File: src/rtl/mmeq_pkg.sv
// ----------------------------------------------------------------------------
// mmeq_pkg
// Shared types and constants for the matrix multiply element query block:
// operation codes, sequencer states, field widths and pipeline tags.
// ----------------------------------------------------------------------------
package mmeq_pkg;

	// default matrix dimensions
	localparam int DEF_ROWS_A = 16;
	localparam int DEF_INNER  = 16;
	localparam int DEF_COLS_B = 16;

	// fixed field widths
	localparam int IDX_W  = 4;   // row and col ports
	localparam int VAL_W  = 16;  // Q1.15 entry
	localparam int PROD_W = 32;  // Q2.30 product
	localparam int OUT_W  = 36;  // Q6.30 result
	localparam int CMP_W  = 7;   // wide enough to hold a dimension of 64

	// operation codes carried on the op port
	typedef enum logic [1:0] {
		OP_WRITE_A = 2'd0,
		OP_WRITE_B = 2'd1,
		OP_READ    = 2'd2
	} mmeq_op_t;

	// read sequencer
	typedef enum logic [1:0] {
		ST_IDLE,
		ST_ISSUE,
		ST_DRAIN
	} mmeq_state_t;

	// tag that travels alongside each operand pair through the datapath
	typedef struct packed {
		logic vld;
		logic first;
		logic last;
	} mmeq_tag_t;

endpackage

File: src/rtl/mmeq_mac.sv
// ----------------------------------------------------------------------------
// mmeq_mac
// Multiply-accumulate datapath: registers the Q2.30 product of each operand
// pair, accumulates over the inner dimension and saturates to Q6.30.
// ----------------------------------------------------------------------------
module mmeq_mac
	import mmeq_pkg::*;
#(
	parameter int INNER = DEF_INNER
) (
	input  logic                     clk,
	input  logic                     arst_n,
	input  logic signed [VAL_W-1:0]  a_data,
	input  logic signed [VAL_W-1:0]  b_data,
	input  mmeq_tag_t                tag_s1,
	output logic                     fin,
	output logic signed [OUT_W-1:0]  sum
);

	localparam int KW    = (INNER > 1) ? $clog2(INNER) : 1;
	localparam int ACC_W = OUT_W + 1 + KW;

	logic signed [PROD_W-1:0] prod_s2;
	mmeq_tag_t                tag_s2;
	logic signed [ACC_W-1:0]  acc_q;
	logic                     fin_s3;
	logic signed [ACC_W-1:0]  prod_ext;
	logic                     fits;

	// product stage
	always_ff @(posedge clk) begin
		prod_s2 <= a_data * b_data;
	end

	always_ff @(posedge clk or negedge arst_n) begin
		if (!arst_n) begin
			tag_s2 <= '0;
		end else begin
			tag_s2 <= tag_s1;
		end
	end

	// accumulate stage, restarts on the first product of a read
	assign prod_ext = {{(ACC_W-PROD_W){prod_s2[PROD_W-1]}}, prod_s2};

	always_ff @(posedge clk) begin
		if (tag_s2.vld) begin
			acc_q <= tag_s2.first ? prod_ext : acc_q + prod_ext;
		end
	end

	always_ff @(posedge clk or negedge arst_n) begin
		if (!arst_n) begin
			fin_s3 <= 1'b0;
		end else begin
			fin_s3 <= tag_s2.vld & tag_s2.last;
		end
	end

	// saturate to the output range when the upper bits are not all sign
	assign fits = (&acc_q[ACC_W-1:OUT_W-1]) | ~(|acc_q[ACC_W-1:OUT_W-1]);

	always_comb begin
		if (fits) begin
			sum = acc_q[OUT_W-1:0];
		end else if (acc_q[ACC_W-1]) begin
			sum = {1'b1, {(OUT_W-1){1'b0}}};
		end else begin
			sum = {1'b0, {(OUT_W-1){1'b1}}};
		end
	end

	assign fin = fin_s3;

endmodule

File: config.mk
export PLATFORM = sky130hd
export DESIGN_NAME = mmeq_mac
export DESIGN_NICKNAME = d
export VERILOG_FILES = /design/src/rtl/mmeq_pkg.sv /design/src/rtl/mmeq_mac.sv
export SDC_FILE = /design/constraint.sdc
export NUM_CORES = 1
export LEC_CHECK = 0
export BUFFER_PORTS_ARGS = -buffer_cell sky130_fd_sc_hd__buf_2
export CORE_MARGIN = 2
export CORE_UTILIZATION = 44
export DETAILED_ROUTE_END_ITERATION = 12
export HOLD_SLACK_MARGIN = 0.15
export PLACE_DENSITY = 0.66
export SYNTH_ARGS = -nofsm -noshare
export SYNTH_HDL_FRONTEND = slang
export SYNTH_SLANG_ARGS = --single-unit
File: constraint.sdc
create_clock -name clk -period 3.45 [get_ports clk]
set_clock_uncertainty 0.05 [all_clocks]
set_input_delay 0.5175 -clock clk [delete_from_list [all_inputs] [get_ports clk]]
set_output_delay 0.5175 -clock clk [all_outputs]
set_load 0.02 [all_outputs]
==> flow_summary.yaml <==
cts:
  clkLatencyLatePin_ns: 0.34
  cts_tree: "yes"
  numCtsBuffers: 9
  cts.sinks: 77
  clockBufferDepth: 2
  h-tree-depth: 3
  clk_pin_slew_ns: 0.06
  clockRootBuffer: "clkbuf_16"
sta:
  tightestPinTransition_ns: 1.033
  rsz0062_at_grt: "true"
  setup_violations: 26
  hold_violations: 0
  finalCritPeriodShare_pct: 159.8
  slew_violations: 0
  fmax_ghz: 0.1814
  fin_ws_ns: -2.062
  post-route-min-period_ns: 5.512
  slew_headroom_pct: 31.14
global_route:
  grt-ovfl-total: 0
  grt_pass1_vias: 12520
  grt_pass1_wl_mm: 60.71
  grt_max_degree: 44
  track_usage_pct: 21.23
  antenna_found_initial: 0
setup_path:
  cpPeakStageDelay_ns: 0.57
  worstSetupPathType: "in2reg"
  cp_max_fo: 6
  rrSetupSlack_ns: 0.32
  r2r-end: "acc_q[38]"
  crit_path_start_kind: "primary input"
  cp-end-kind: "flip-flop"
  r2r-start: "acc_q[0]"
  cp_slowest_cell: "fa_2"
  timing.critical_path.cells: "buf_12 -> and2_4 -> fa_1 -> inv_2 -> fa_2 -> fa_2 -> inv_2 -> fa_2 -> fa_1 -> inv_1 -> fa_1 -> inv_2 -> ha_4 -> a21o_1 -> a21o_1 -> a21o_1 -> a31oi_2 -> a2bb2oi_2 -> a311oi_4 -> nor4_1 -> nor3_1 -> xor2_1"
  arrival_ns: 5.68
  crit_required_ns: 3.62
  worstRegToRegCells: 12
yosys:
  synth_cell_types: 73
  synth_seq_cells: 77
  synth_area_um2: 14740
  netlist_instances: 1598
  synth_edf_count: 41
  synth_commonest_cells: "inv_1, fa_1, nand2_1"
  synth_area_leader_cell: "fa_1"
  yosysTopAreaCellShare_pct: 35.72
  ys.flop_type: "edfxtp_1"
  syn_nets: 2020
  synth_area_per_cell_um2: 9.225
  yosysMostFrequentCell: "inv_1"
  ys_seq_area_share_pct: 13.38
  synth_area_leaders: "fa_1, ha_1, edfxtp_1, inv_1, and2_1"
  ys_warn_count: 0
  synthArstFlopShare_pct: 5.195
floorplanning:
  core_area_um2: 33280
  die_w_um: 187.0
  pin_count: 74
  row_count: 67
  start_util_pct: 44.29
  die_h_um: 187.0
  dieArea_um2: 34980
route:
  num_vias: 11530
  first_iter_violations: 551
  via_per_inst: 5.095
  ant_nets: 0
  wirelength_mm: 35.50
  drc: 0
  wl_per_cell_um: 15.69
  drtPass1Iterations: 5
placement:
  gp_congestion: 0.8812
  postPlaceCellArea_um2: 17020
  place.port_buffers: 73
  hpwl_mm: 29.52
cells_and_area:
  syn2layout_area_growth_pct: 25.45
  drive_gt1_share_pct: 25.91
  nets: 2231
  n_antenna_cell: 0
  finalInstanceArea_um2: 18490
status:
  violations: "negative setup slack"
  status: "complete, but fails checks"
min_path:
  holdPathStages: 1
  min_from: "tag_s1[2]"
  hold_path_class: "in2reg"
  hold_end: "tag_s2[2]"
job:
  max_cap_viol_count: 0
## state kept, by name, summed over array words and instances (netlist names)
name / flops
fin: 1
acc_q: 41
tag_s2: 3
prod_s2: 32
## cells by family (layout without fill, tap and decap cells)
group | Yosys count | count (layout) | synth area share [%]
flops | 77 | 77 | 13.38
compound gates | 263 | 263 | 12.20
xor+xnor | 65 | 65 | 3.862
mux | 3 | 3 | 0.2122
simple gates | 455 | 455 | 15.32
buf+inv | 350 | 566 | 8.963
fa+ha+maj | 385 | 385 | 46.07
## critical path: cells and delay by family
family                     cells  cell delay, ns
AOI/OAI and AO/OA              6            1.13
and+or+nand+nor                3            0.45
xor gates and xnor gates       1            0.16
buffers and inverters          5            0.32
adders and majority gates      7            3.11
## cells in the final DEF (no fill, tap or decap), drive strengths merged, types with 2 or more instances in the layout
cell / Yosys / routed
clkbuf: 48 / 14
nand4b: 2 / 2
a21oi: 62 / 62
nand2: 184 / 184
a21boi: 4 / 4
mux2i: 2 / 2
buf: 7 / 254
nand4: 8 / 8
a21o: 70 / 70
inv: 295 / 295
or3: 2 / 2
o21bai: 11 / 11
xor2: 28 / 28
nor3: 18 / 18
nor2b: 6 / 6
a31o: 3 / 3
a211oi: 7 / 7
and3: 7 / 7
o211ai: 3 / 3
o31ai: 7 / 7
a31oi: 10 / 10
nor4: 4 / 4
a311oi: 4 / 4
nand2b: 10 / 10
xnor2: 37 / 37
dfrtp: 4 / 4
o22ai: 2 / 2
nor3b: 4 / 4
nor2: 55 / 55
ha: 122 / 122
nand3: 20 / 20
edfxtp: 41 / 41
and2: 129 / 129
fa: 263 / 263
o21ai: 61 / 61
dfxtp: 32 / 32
o21a: 8 / 8
or4b: 2 / 2
## worst max path at each step
stage / startpoint / to / slack, ns / cells past startpoint
2_1_floorplan: b_data[5] / prod_s2[28] / -2.13 / 22
3_3_place_gp: b_data[7] / prod_s2[28] / -2.46 / 21
3_5_place_dp: a_data[7] / prod_s2[27] / -2.56 / 23
4_1_cts: b_data[4] / prod_s2[29] / -2.05 / 21
5_1_grt: a_data[10] / prod_s2[27] / -2.22 / 22
6_report: b_data[4] / prod_s2[28] / -2.06 / 22
## layout make-up
cell class                 instances  area (µm²)
clock inverter                     2       35.03
sequential                        77        1974
inverter                         295        1115
fill                            2904       14790
clock buffer                      14       306.5
timing repair buffer             255        2237
tap                              448       560.5
multi-input combinational       1171       12270
## per-stage QoR
| stage | util (%) | TNS [ns] | setup slack, ns | cells | hold WS [ns] |
|---|---|---|---|---|---|
| after floorplan | - | -39.70 | -2.127 | 1598 | 0.1719 |
| after global placement | 51.15 | -50.78 | -2.458 | 2213 | 0.2728 |
| after detailed placement | 51.15 | -52.25 | -2.565 | 2213 | 0.2747 |
| after CTS | 54.24 | -39.12 | -2.054 | 2251 | 0.2191 |
| after global routing | 55.57 | -43.76 | -2.223 | 2262 | 0.2238 |
| final | 55.57 | -40.24 | -2.062 | 2262 | 0.2291 |
## routing by layer
| metal | wire length [µm] | up-vias | global-route usage, % | share of wire [%] |
|---|---|---|---|---|
| li1 | - | 5486 | - | - |
| met1 | 14980 | 5769 | 26.28 | 42 |
| met2 | 18510 | 208 | 39.28 | 52 |
| met3 | 891 | 63 | 1.576 | 2.5 |
| met4 | 1122 | 0 | 6.777 | 3.2 |
| met5 | 0 | - | 0 | 0 |
## repair_timing
action                     in CTS  in global routing
hold endpoints to repair        4                  0
setup endpoints to repair      26                 27
resized for setup             152                 92
hold buffers                    1                  0
buffers inserted               21                 18
pin swaps                      69                 65
Power is left out: the tool's default activity adds up to more than one toggle a clock period on the data nets, which glitch-free logic cannot reach.
